===== src/hdl/md5_stream_hasher_defines.svh =====
// Assertion macros shared by the MD5 stream hasher modules.
// Included by the modules that carry concurrent checks; no other dependencies.
`ifndef MD5_STREAM_HASHER_DEFINES_SVH
`define MD5_STREAM_HASHER_DEFINES_SVH

// Check that cons holds in the same cycle as ante.
`define MD5SH_ASSERT_SAME(label, clk, rstn, ante, cons, msg) \
    label: assert property (@(posedge clk) disable iff (!rstn) (ante) |-> (cons)) \
        else $error(msg);

// Check that cons holds in the cycle after ante.
`define MD5SH_ASSERT_NEXT(label, clk, rstn, ante, cons, msg) \
    label: assert property (@(posedge clk) disable iff (!rstn) (ante) |=> (cons)) \
        else $error(msg);

`endif


===== src/hdl/md5sh_pkg.sv =====
// Types, constants and table functions of the MD5 stream hasher.
// Used by md5sh_core and md5_stream_hasher; depends on nothing.
package md5sh_pkg;

    typedef logic [31:0]      md5sh_word_t;
    typedef logic [3:0][31:0] md5sh_quad_t;

    // Input request: kind plus message byte
    typedef struct packed {
        logic       kind;
        logic [7:0] message_byte;
    } md5sh_in_t;

    // Result request: one digest word
    typedef struct packed {
        logic [31:0] digest_word;
        logic [1:0]  word_index;
        logic        last_word;
    } md5sh_out_t;

    // Status of the round unit toward the sequencer
    typedef struct packed {
        logic       busy;
        logic       done;
        logic [3:0] msg_index;
    } md5sh_core_stat_t;

    typedef enum logic [1:0] {
        ST_IDLE,
        ST_COMP,
        ST_PAD,
        ST_EMIT
    } md5sh_state_t;

    localparam logic KIND_BYTE = 1'b0;
    localparam logic KIND_END  = 1'b1;

    // Chaining words after reset, index 0 = A
    localparam md5sh_quad_t INIT_VECTOR = {32'h10325476, 32'h98badcfe,
                                           32'hefcdab89, 32'h67452301};

    localparam logic [7:0] PAD_MARK    = 8'h80;
    localparam logic [5:0] POS_LEN_PRE = 6'd55;
    localparam logic [5:0] POS_LAST    = 6'd63;
    localparam logic [5:0] ROUND_LAST  = 6'd63;
    localparam logic [1:0] WORD_LAST   = 2'd3;

    // Sine-derived additive constant of each round
    function automatic logic [31:0] md5sh_sine(input logic [5:0] r);
        logic [31:0] k;
        case (r)
            6'd0:  k = 32'hd76aa478;  6'd1:  k = 32'he8c7b756;
            6'd2:  k = 32'h242070db;  6'd3:  k = 32'hc1bdceee;
            6'd4:  k = 32'hf57c0faf;  6'd5:  k = 32'h4787c62a;
            6'd6:  k = 32'ha8304613;  6'd7:  k = 32'hfd469501;
            6'd8:  k = 32'h698098d8;  6'd9:  k = 32'h8b44f7af;
            6'd10: k = 32'hffff5bb1;  6'd11: k = 32'h895cd7be;
            6'd12: k = 32'h6b901122;  6'd13: k = 32'hfd987193;
            6'd14: k = 32'ha679438e;  6'd15: k = 32'h49b40821;
            6'd16: k = 32'hf61e2562;  6'd17: k = 32'hc040b340;
            6'd18: k = 32'h265e5a51;  6'd19: k = 32'he9b6c7aa;
            6'd20: k = 32'hd62f105d;  6'd21: k = 32'h02441453;
            6'd22: k = 32'hd8a1e681;  6'd23: k = 32'he7d3fbc8;
            6'd24: k = 32'h21e1cde6;  6'd25: k = 32'hc33707d6;
            6'd26: k = 32'hf4d50d87;  6'd27: k = 32'h455a14ed;
            6'd28: k = 32'ha9e3e905;  6'd29: k = 32'hfcefa3f8;
            6'd30: k = 32'h676f02d9;  6'd31: k = 32'h8d2a4c8a;
            6'd32: k = 32'hfffa3942;  6'd33: k = 32'h8771f681;
            6'd34: k = 32'h6d9d6122;  6'd35: k = 32'hfde5380c;
            6'd36: k = 32'ha4beea44;  6'd37: k = 32'h4bdecfa9;
            6'd38: k = 32'hf6bb4b60;  6'd39: k = 32'hbebfbc70;
            6'd40: k = 32'h289b7ec6;  6'd41: k = 32'heaa127fa;
            6'd42: k = 32'hd4ef3085;  6'd43: k = 32'h04881d05;
            6'd44: k = 32'hd9d4d039;  6'd45: k = 32'he6db99e5;
            6'd46: k = 32'h1fa27cf8;  6'd47: k = 32'hc4ac5665;
            6'd48: k = 32'hf4292244;  6'd49: k = 32'h432aff97;
            6'd50: k = 32'hab9423a7;  6'd51: k = 32'hfc93a039;
            6'd52: k = 32'h655b59c3;  6'd53: k = 32'h8f0ccc92;
            6'd54: k = 32'hffeff47d;  6'd55: k = 32'h85845dd1;
            6'd56: k = 32'h6fa87e4f;  6'd57: k = 32'hfe2ce6e0;
            6'd58: k = 32'ha3014314;  6'd59: k = 32'h4e0811a1;
            6'd60: k = 32'hf7537e82;  6'd61: k = 32'hbd3af235;
            6'd62: k = 32'h2ad7d2bb;  6'd63: k = 32'heb86d391;
            default: k = 32'h0;
        endcase
        return k;
    endfunction

    // Rotate amount: index is {round group, round low two bits}
    function automatic logic [4:0] md5sh_rot(input logic [3:0] idx);
        logic [4:0] s;
        case (idx)
            4'd0:  s = 5'd7;   4'd1:  s = 5'd12;  4'd2:  s = 5'd17;  4'd3:  s = 5'd22;
            4'd4:  s = 5'd5;   4'd5:  s = 5'd9;   4'd6:  s = 5'd14;  4'd7:  s = 5'd20;
            4'd8:  s = 5'd4;   4'd9:  s = 5'd11;  4'd10: s = 5'd16;  4'd11: s = 5'd23;
            4'd12: s = 5'd6;   4'd13: s = 5'd10;  4'd14: s = 5'd15;  4'd15: s = 5'd21;
            default: s = 5'd7;
        endcase
        return s;
    endfunction

    // Rotate left by n, 0 < n < 32
    function automatic logic [31:0] md5sh_rotl(input logic [31:0] v, input logic [4:0] n);
        logic [63:0] dbl;
        dbl = {v, v} << n;
        return dbl[63:32];
    endfunction

endpackage


===== src/hdl/md5sh_core.sv =====
// MD5 round unit: one round per cycle through 64 rounds on four working words.
// Depends on md5sh_pkg and md5_stream_hasher_defines.svh.
`include "md5_stream_hasher_defines.svh"

module md5sh_core (
    input  logic                        aclk,
    input  logic                        aresetn,
    input  logic                        start,
    input  md5sh_pkg::md5sh_quad_t      chain_in,
    input  md5sh_pkg::md5sh_word_t      msg_word,
    output md5sh_pkg::md5sh_quad_t      work_out,
    output md5sh_pkg::md5sh_core_stat_t stat
);

    md5sh_pkg::md5sh_quad_t work_reg;
    logic [5:0]             round_reg;
    logic                   busy_reg;
    logic                   done_reg;

    logic [31:0] fa, fb, fc, fd;
    logic [31:0] f_val;
    logic [31:0] t_val;
    logic [31:0] b_new;
    logic [3:0]  ri;
    logic [3:0]  g_idx;

    // Round function and message schedule
    always_comb begin
        fa = work_reg[0];
        fb = work_reg[1];
        fc = work_reg[2];
        fd = work_reg[3];
        ri = round_reg[3:0];
        case (round_reg[5:4])
            2'd0: begin
                f_val = (fb & fc) | (~fb & fd);
                g_idx = ri;
            end
            2'd1: begin
                f_val = (fb & fd) | (fc & ~fd);
                g_idx = ri * 4'd5 + 4'd1;
            end
            2'd2: begin
                f_val = fb ^ fc ^ fd;
                g_idx = ri * 4'd3 + 4'd5;
            end
            2'd3: begin
                f_val = fc ^ (fb | ~fd);
                g_idx = ri * 4'd7;
            end
            default: begin
                f_val = 32'h0;
                g_idx = 4'd0;
            end
        endcase
        t_val = fa + f_val + md5sh_pkg::md5sh_sine(round_reg) + msg_word;
        b_new = fb + md5sh_pkg::md5sh_rotl(t_val,
                    md5sh_pkg::md5sh_rot({round_reg[5:4], round_reg[1:0]}));
    end

    // Sequence the rounds
    always_ff @(posedge aclk) begin
        if (!aresetn) begin
            round_reg <= '0;
            busy_reg  <= 1'b0;
            done_reg  <= 1'b0;
        end else begin
            done_reg <= 1'b0;
            if (start) begin
                round_reg <= '0;
                busy_reg  <= 1'b1;
            end else if (busy_reg) begin
                round_reg <= round_reg + 6'd1;
                if (round_reg == md5sh_pkg::ROUND_LAST) begin
                    busy_reg <= 1'b0;
                    done_reg <= 1'b1;
                end
            end
        end
    end

    // Load from the chain, then shift the working words each round
    always_ff @(posedge aclk) begin
        if (start) begin
            work_reg <= chain_in;
        end else if (busy_reg) begin
            work_reg[0] <= fd;
            work_reg[1] <= b_new;
            work_reg[2] <= fb;
            work_reg[3] <= fc;
        end
    end

    assign work_out       = work_reg;
    assign stat.busy      = busy_reg;
    assign stat.done      = done_reg;
    assign stat.msg_index = g_idx;

    `MD5SH_ASSERT_SAME(a_start_idle, aclk, aresetn, start, !busy_reg, "start while busy")
    `MD5SH_ASSERT_NEXT(a_round_step, aclk, aresetn,
        busy_reg && !start && round_reg != md5sh_pkg::ROUND_LAST,
        busy_reg && round_reg == $past(round_reg) + 6'd1, "round counter skipped")
    `MD5SH_ASSERT_NEXT(a_done_after_last, aclk, aresetn,
        busy_reg && !start && round_reg == md5sh_pkg::ROUND_LAST,
        done_reg && !busy_reg, "no done after last round")

endmodule


===== src/hdl/md5_stream_hasher.sv =====
// MD5 stream hasher top level: byte packing, padding sequencer, chain and digest output.
// Depends on md5sh_pkg, md5sh_core and md5_stream_hasher_defines.svh.
//
// Message bytes are taken one per cycle while idle. The byte that completes a 64-byte
// block starts the round unit, which runs one MD5 round per cycle: the block is then
// not ready until the 64 rounds are run and added into the chaining words.
// An end request writes the padding and length one byte per cycle: 64 minus the
// current byte position when that position is 55 or less, otherwise 128 minus it
// (at most 72 bytes), with a compression after each filled block (one or two), then
// presents the digest as four words, A first, one per cycle while m_ready is high.
// After the last word the block returns to the initial vector and is ready for the
// next message.
`include "md5_stream_hasher_defines.svh"

module md5_stream_hasher (
    input  logic                  aclk,
    input  logic                  aresetn,
    input  logic                  s_valid,
    output logic                  s_ready,
    input  md5sh_pkg::md5sh_in_t  s_data,
    output logic                  m_valid,
    input  logic                  m_ready,
    output md5sh_pkg::md5sh_out_t m_data
);

    md5sh_pkg::md5sh_state_t state_reg, state_next;
    logic [5:0]              pos_reg, pos_next;
    logic [63:0]             bit_len_reg, bit_len_next;
    logic                    pad_first_reg, pad_first_next;
    logic                    len_phase_reg, len_phase_next;
    logic                    pad_mode_reg, pad_mode_next;
    logic                    final_reg, final_next;
    logic [1:0]              emit_idx_reg, emit_idx_next;
    md5sh_pkg::md5sh_quad_t  chain_reg, chain_next;

    logic [31:0] block_reg [16];

    logic                        wr_en;
    logic [7:0]                  wr_byte;
    logic                        core_start;
    md5sh_pkg::md5sh_quad_t      work;
    md5sh_pkg::md5sh_core_stat_t core_stat;
    logic [31:0]                 msg_word;

    assign msg_word = block_reg[core_stat.msg_index];

    md5sh_core u_core (
        .aclk     (aclk),
        .aresetn  (aresetn),
        .start    (core_start),
        .chain_in (chain_reg),
        .msg_word (msg_word),
        .work_out (work),
        .stat     (core_stat)
    );

    // Sequencer: next state and outputs
    always_comb begin
        state_next     = state_reg;
        pos_next       = pos_reg;
        bit_len_next   = bit_len_reg;
        pad_first_next = pad_first_reg;
        len_phase_next = len_phase_reg;
        pad_mode_next  = pad_mode_reg;
        final_next     = final_reg;
        emit_idx_next  = emit_idx_reg;
        chain_next     = chain_reg;
        wr_en          = 1'b0;
        wr_byte        = s_data.message_byte;
        core_start     = 1'b0;
        s_ready        = 1'b0;
        m_valid        = 1'b0;
        case (state_reg)
            md5sh_pkg::ST_IDLE: begin
                s_ready = 1'b1;
                if (s_valid) begin
                    if (s_data.kind == md5sh_pkg::KIND_BYTE) begin
                        wr_en        = 1'b1;
                        pos_next     = pos_reg + 6'd1;
                        bit_len_next = bit_len_reg + 64'd8;
                        if (pos_reg == md5sh_pkg::POS_LAST) begin
                            core_start = 1'b1;
                            final_next = 1'b0;
                            state_next = md5sh_pkg::ST_COMP;
                        end
                    end else begin
                        pad_mode_next  = 1'b1;
                        pad_first_next = 1'b1;
                        len_phase_next = 1'b0;
                        state_next     = md5sh_pkg::ST_PAD;
                    end
                end
            end
            md5sh_pkg::ST_PAD: begin
                // Write marker, zeros or length byte at the current position
                wr_en = 1'b1;
                if (pad_first_reg) begin
                    wr_byte = md5sh_pkg::PAD_MARK;
                end else if (len_phase_reg) begin
                    wr_byte = bit_len_reg[{pos_reg[2:0], 3'b000} +: 8];
                end else begin
                    wr_byte = 8'h00;
                end
                pad_first_next = 1'b0;
                pos_next       = pos_reg + 6'd1;
                if (pos_reg == md5sh_pkg::POS_LEN_PRE) begin
                    len_phase_next = 1'b1;
                end
                if (pos_reg == md5sh_pkg::POS_LAST) begin
                    core_start = 1'b1;
                    final_next = len_phase_reg;
                    state_next = md5sh_pkg::ST_COMP;
                end
            end
            md5sh_pkg::ST_COMP: begin
                // Fold the working words into the chain when rounds finish
                if (core_stat.done) begin
                    for (int i = 0; i < 4; i++) begin
                        chain_next[i] = chain_reg[i] + work[i];
                    end
                    if (final_reg) begin
                        emit_idx_next = 2'd0;
                        state_next    = md5sh_pkg::ST_EMIT;
                    end else if (pad_mode_reg) begin
                        state_next = md5sh_pkg::ST_PAD;
                    end else begin
                        state_next = md5sh_pkg::ST_IDLE;
                    end
                end
            end
            md5sh_pkg::ST_EMIT: begin
                m_valid = 1'b1;
                if (m_ready) begin
                    emit_idx_next = emit_idx_reg + 2'd1;
                    if (emit_idx_reg == md5sh_pkg::WORD_LAST) begin
                        // Return to the initial vector
                        chain_next     = md5sh_pkg::INIT_VECTOR;
                        pos_next       = '0;
                        bit_len_next   = '0;
                        pad_first_next = 1'b0;
                        len_phase_next = 1'b0;
                        pad_mode_next  = 1'b0;
                        final_next     = 1'b0;
                        state_next     = md5sh_pkg::ST_IDLE;
                    end
                end
            end
            default: begin
                state_next = md5sh_pkg::ST_IDLE;
            end
        endcase
    end

    // Hold control and chain state
    always_ff @(posedge aclk) begin
        if (!aresetn) begin
            state_reg     <= md5sh_pkg::ST_IDLE;
            pos_reg       <= '0;
            bit_len_reg   <= '0;
            pad_first_reg <= 1'b0;
            len_phase_reg <= 1'b0;
            pad_mode_reg  <= 1'b0;
            final_reg     <= 1'b0;
            emit_idx_reg  <= '0;
            chain_reg     <= md5sh_pkg::INIT_VECTOR;
        end else begin
            state_reg     <= state_next;
            pos_reg       <= pos_next;
            bit_len_reg   <= bit_len_next;
            pad_first_reg <= pad_first_next;
            len_phase_reg <= len_phase_next;
            pad_mode_reg  <= pad_mode_next;
            final_reg     <= final_next;
            emit_idx_reg  <= emit_idx_next;
            chain_reg     <= chain_next;
        end
    end

    // Pack bytes little-endian into the block words
    always_ff @(posedge aclk) begin
        if (wr_en) begin
            block_reg[pos_reg[5:2]][{pos_reg[1:0], 3'b000} +: 8] <= wr_byte;
        end
    end

    assign m_data.digest_word = chain_reg[emit_idx_reg];
    assign m_data.word_index  = emit_idx_reg;
    assign m_data.last_word   = (emit_idx_reg == md5sh_pkg::WORD_LAST);

    `MD5SH_ASSERT_SAME(a_no_overlap, aclk, aresetn, s_ready, !m_valid,
        "ready while digest pending")
    `MD5SH_ASSERT_NEXT(a_ready_after_digest, aclk, aresetn,
        m_valid && m_ready && m_data.last_word, s_ready, "not ready after digest")
    `MD5SH_ASSERT_SAME(a_core_in_comp, aclk, aresetn,
        core_stat.busy || core_stat.done, state_reg == md5sh_pkg::ST_COMP,
        "round unit active outside compression")

endmodule


===== config.mk =====
export PLATFORM = sky130hd
export DESIGN_NAME = md5_stream_hasher
export DESIGN_NICKNAME = d
export VERILOG_FILES = /design/src/hdl/md5sh_pkg.sv /design/src/hdl/md5sh_core.sv /design/src/hdl/md5_stream_hasher.sv
export VERILOG_INCLUDE_DIRS = /design/src /design/src/hdl
export SDC_FILE = /design/constraint.sdc
export NUM_CORES = 2
export LEC_CHECK = 0
export ABC_AREA = 1
export ABC_CLOCK_PERIOD_IN_PS = 9900
export CORE_MARGIN = 4
export CORE_UTILIZATION = 45
export CTS_CLUSTER_DIAMETER = 120
export DETAILED_ROUTE_END_ITERATION = 10
export DONT_BUFFER_PORTS = 1
export PLACE_DENSITY = 0.57
export SYNTH_ARGS = -nofsm -noshare
export SYNTH_HDL_FRONTEND = slang
export SYNTH_SLANG_ARGS = --single-unit

===== constraint.sdc =====
create_clock -name aclk -period 9.9 [get_ports aclk]
set_input_delay 0.99 -clock aclk [delete_from_list [all_inputs] [get_ports aclk]]
set_output_delay 0.99 -clock aclk [all_outputs]
set_load 0.05 [all_outputs]

==> results.sh <==
export IMPL_cellPowerDensity_nw_per_um2=150.7
export IMPL_p_sw_w=0.002557
export IMPL_ios=50
export IMPL_grt_pass1_vias=46480
export IMPL_clock_sinks=888
export IMPL_die_y_um=357.5
export IMPL_dp_cells=8292
export IMPL_syn_to_final_growth_pct=9.723
export IMPL_dp_hpwl_um=153500
export IMPL_synth_nets=7164
export IMPL_synth_edf_count=640
export IMPL_floorplan_initialDensity=0.4557
export IMPL_drive_gt1_frac=0.05691
export IMPL_cts_setup_buffers=0
export IMPL_leakage_nw=24.24
export IMPL_tightest_slew_ns=1.289
export IMPL_yosys_register_bits=888
export IMPL_fin_cells=8483
export IMPL_htreeDepth=3
export IMPL_maxSlewViolCount=0
export IMPL_crit_path_end_kind="flip-flop"
export IMPL_core_um2=120600
export IMPL_dr_total_vias=50590
export IMPL_synth_area_per_cell_um2=8.006
export IMPL_gr_total_overflow=0
export IMPL_cts_hold_buffers=0
export IMPL_routed_via_density=5.964
export IMPL_io_buffers=0
export IMPL_timing_setup_tns_ns=0
export IMPL_crit_top_cell="nand2_1"
export IMPL_final_net_count=7082
export IMPL_track_usage=0.3223
export IMPL_gp_congestion=0.9942
export IMPL_period_share=0.9285
export IMPL_status="complete, no violations"
export IMPL_async_reset_ff_frac=0
export IMPL_clock_latency_ns=0.77
export IMPL_rsz0062_at_grt="no"
export IMPL_die_w_um=357.5
export IMPL_drt_iter0_drc=6182
export IMPL_combPwrFrac=0.133
export IMPL_worstSetupPathType="flip-flop to flip-flop"
export IMPL_cts_buffers=101
export IMPL_tritoncts="built"
export IMPL_dieArea_um2=127800
export IMPL_clk_pin_slew_ns=0.06
export IMPL_power_share_clock=0.419
export IMPL_syn_instance_count=6865
export IMPL_p_int_w=0.006531
export IMPL_synth_common_cells="nand2_1 (1,645), inv_1 (700), edfxtp_1 (640)"
export IMPL_fin_skew_ns=0.07939
export IMPL_startpoint_type="flip-flop"
export IMPL_slowest_delay_ns=0.46
export IMPL_grt_max_degree=92
export IMPL_slew_headroom=0.1335
export IMPL_antenna_found_initial=10
export IMPL_place_area_um2=56930
export IMPL_netlist_area_um2=54960
export IMPL_largest_reg_flops=512
export IMPL_yosys_top_cells_area="edfxtp_1 (35%), nand2_1 (11%), dfxtp_1 (9.0%)"
export IMPL_post_drt_wl_per_cell_um=24.73
export IMPL_grt_pass1_wl_um=308700
export IMPL_slowest_stage="fa_1"
export IMPL_cts_max_path_buffers=3
export IMPL_drc_errors=0
export IMPL_min_period_ns=9.192
export IMPL_final_hold_viol_count=0
export IMPL_cp_arrival_ns=9.67
export IMPL_crit_fanout=41
export IMPL_yosysUniqueCellTypes=70
export IMPL_netSwitchingFraction=0.2814
export IMPL_cts_root_buffer="clkbuf_16"
export IMPL_yosysMostFrequentCell="nand2_1"
export IMPL_hold_class="primary input to flip-flop"
export IMPL_postLayoutCellArea_um2=60310
export IMPL_ir_drop_mv=0.1519
export IMPL_max_cap_viol_count=0
export IMPL_cts_resized=0
export IMPL_synth_top_area_cell="edfxtp_1"
export IMPL_routed_wl_um=209800
export IMPL_sequentialPowerShare=0.448
export IMPL_synth_top_area_share=0.3497
export IMPL_cp_required_ns=10.38
export IMPL_dr_pass1_iters=6
export IMPL_max_clock_freq_ghz=0.1088
export IMPL_yosysSeqAreaShare=0.4400
export IMPL_rows=127
export IMPL_drtAntennaViolNets=0
export IMPL_setup_viol=0
export IMPL_synthFlopType="edfxtp_1"
export IMPL_yosysWarnings=0
[layout make-up]
class	instances	area (um2)
antenna	1	2.502
clock buffer	146	2870
clock inverter	44	488.0
fill	11640	60300
inverter	722	2730
multi-input combinational	4949	26960
sequential	888	24190
tap	1612	2017
timing repair buffer	121	1054
[power by group through the flow]
stage | sequential, W | combinational [W] | clock (W)
6_report | 0.00407 | 0.00121 | 0.00381
2_1_floorplan | 0.00414 | 0.000800 | 0
4_1_cts | 0.00407 | 0.00119 | 0.00386
5_1_grt | 0.00407 | 0.00131 | 0.00401
3_5_place_dp | 0.00415 | 0.00118 | 0
3_3_place_gp | 0.00415 | 0.00118 | 0
[worst max-delay path, delay by kind of cell (launching register included)]
family                     cells  cell delay (ns)
and+or+nand+nor               24             2.81
AOI/OAI and AO/OA             13             2.32
adders and majority gates      6             2.16
buffers and inverters          8             1.14
DFF                            1             0.43
[logic make-up (layout without fill, tap and decap cells)]
logic type | count (synthesis) | after routing | share of synthesized area
simple gates | 2933 | 2933 | 0.2270
compound gates | 1650 | 1650 | 0.1745
buf+inv | 1028 | 1033 | 0.07116
flops | 888 | 888 | 0.4400
fa+ha+maj | 286 | 286 | 0.07453
xor+xnor | 76 | 76 | 0.01211
mux | 4 | 4 | 0.0007285
other cells | 0 | 1 | 0
[per-stage QoR]
step / power (W) / hold slack [ns] / worst slack, ns / util
floorplan: 0.004937 / 0.4223 / 1.866 / -
global placement: 0.005324 / 0.4392 / 0.9987 / 0.4721
detailed placement: 0.005328 / 0.4450 / 0.8529 / 0.4721
CTS: 0.009113 / 0.3119 / 0.7792 / 0.4999
global route: 0.009388 / 0.3277 / 0.01013 / 0.5000
finish: 0.009088 / 0.3527 / 0.7080 / 0.5000
[metal layers]
layer  global-route usage  share of wire
met5                    0        0.00020
met4              0.09417          0.033
met3              0.07567          0.096
met2               0.4744           0.42
met1               0.4717           0.45
[cells in the final DEF (no fill, tap or decap), drive strengths merged, types with 11 or more instances in the layout]
cell	Yosys	routed
nand2	1661	1661
inv	717	718
edfxtp	640	640
nand3	600	600
a21oi	589	589
o21ai	588	588
nor2	433	433
dfxtp	248	248
ha	217	217
clkbuf	241	146
o211ai	134	134
buf	65	121
nor3	89	89
a32o	70	70
nand4	70	70
fa	69	69
o22ai	51	51
xor2	49	49
a31oi	47	47
clkinv	5	41
or2	39	39
a21boi	37	37
xnor2	27	27
nor4	25	25
o21a	21	21
a21o	19	19
o221ai	18	18
o31ai	11	11
[worst paths after layout]
kind	end	startpoint	cells after the start	slack [ns]
worst max-delay path	u_core.fb[22]$_DFFE_PP_	u_core.round_reg[1]$_SDFFE_PP0P_	51	0.71
worst min-delay path	chain_reg[35]$_SDFFE_PN1P_	aresetn	1	0.35
worst max register to register	u_core.fb[22]$_DFFE_PP_	u_core.round_reg[1]$_SDFFE_PP0P_	51	0.71
worst min register to register	bit_len_reg[44]$_SDFFE_PN0P_	bit_len_reg[44]$_SDFFE_PN0P_	1	0.46
No activity file was read; power rests on OpenSTA's default activity.
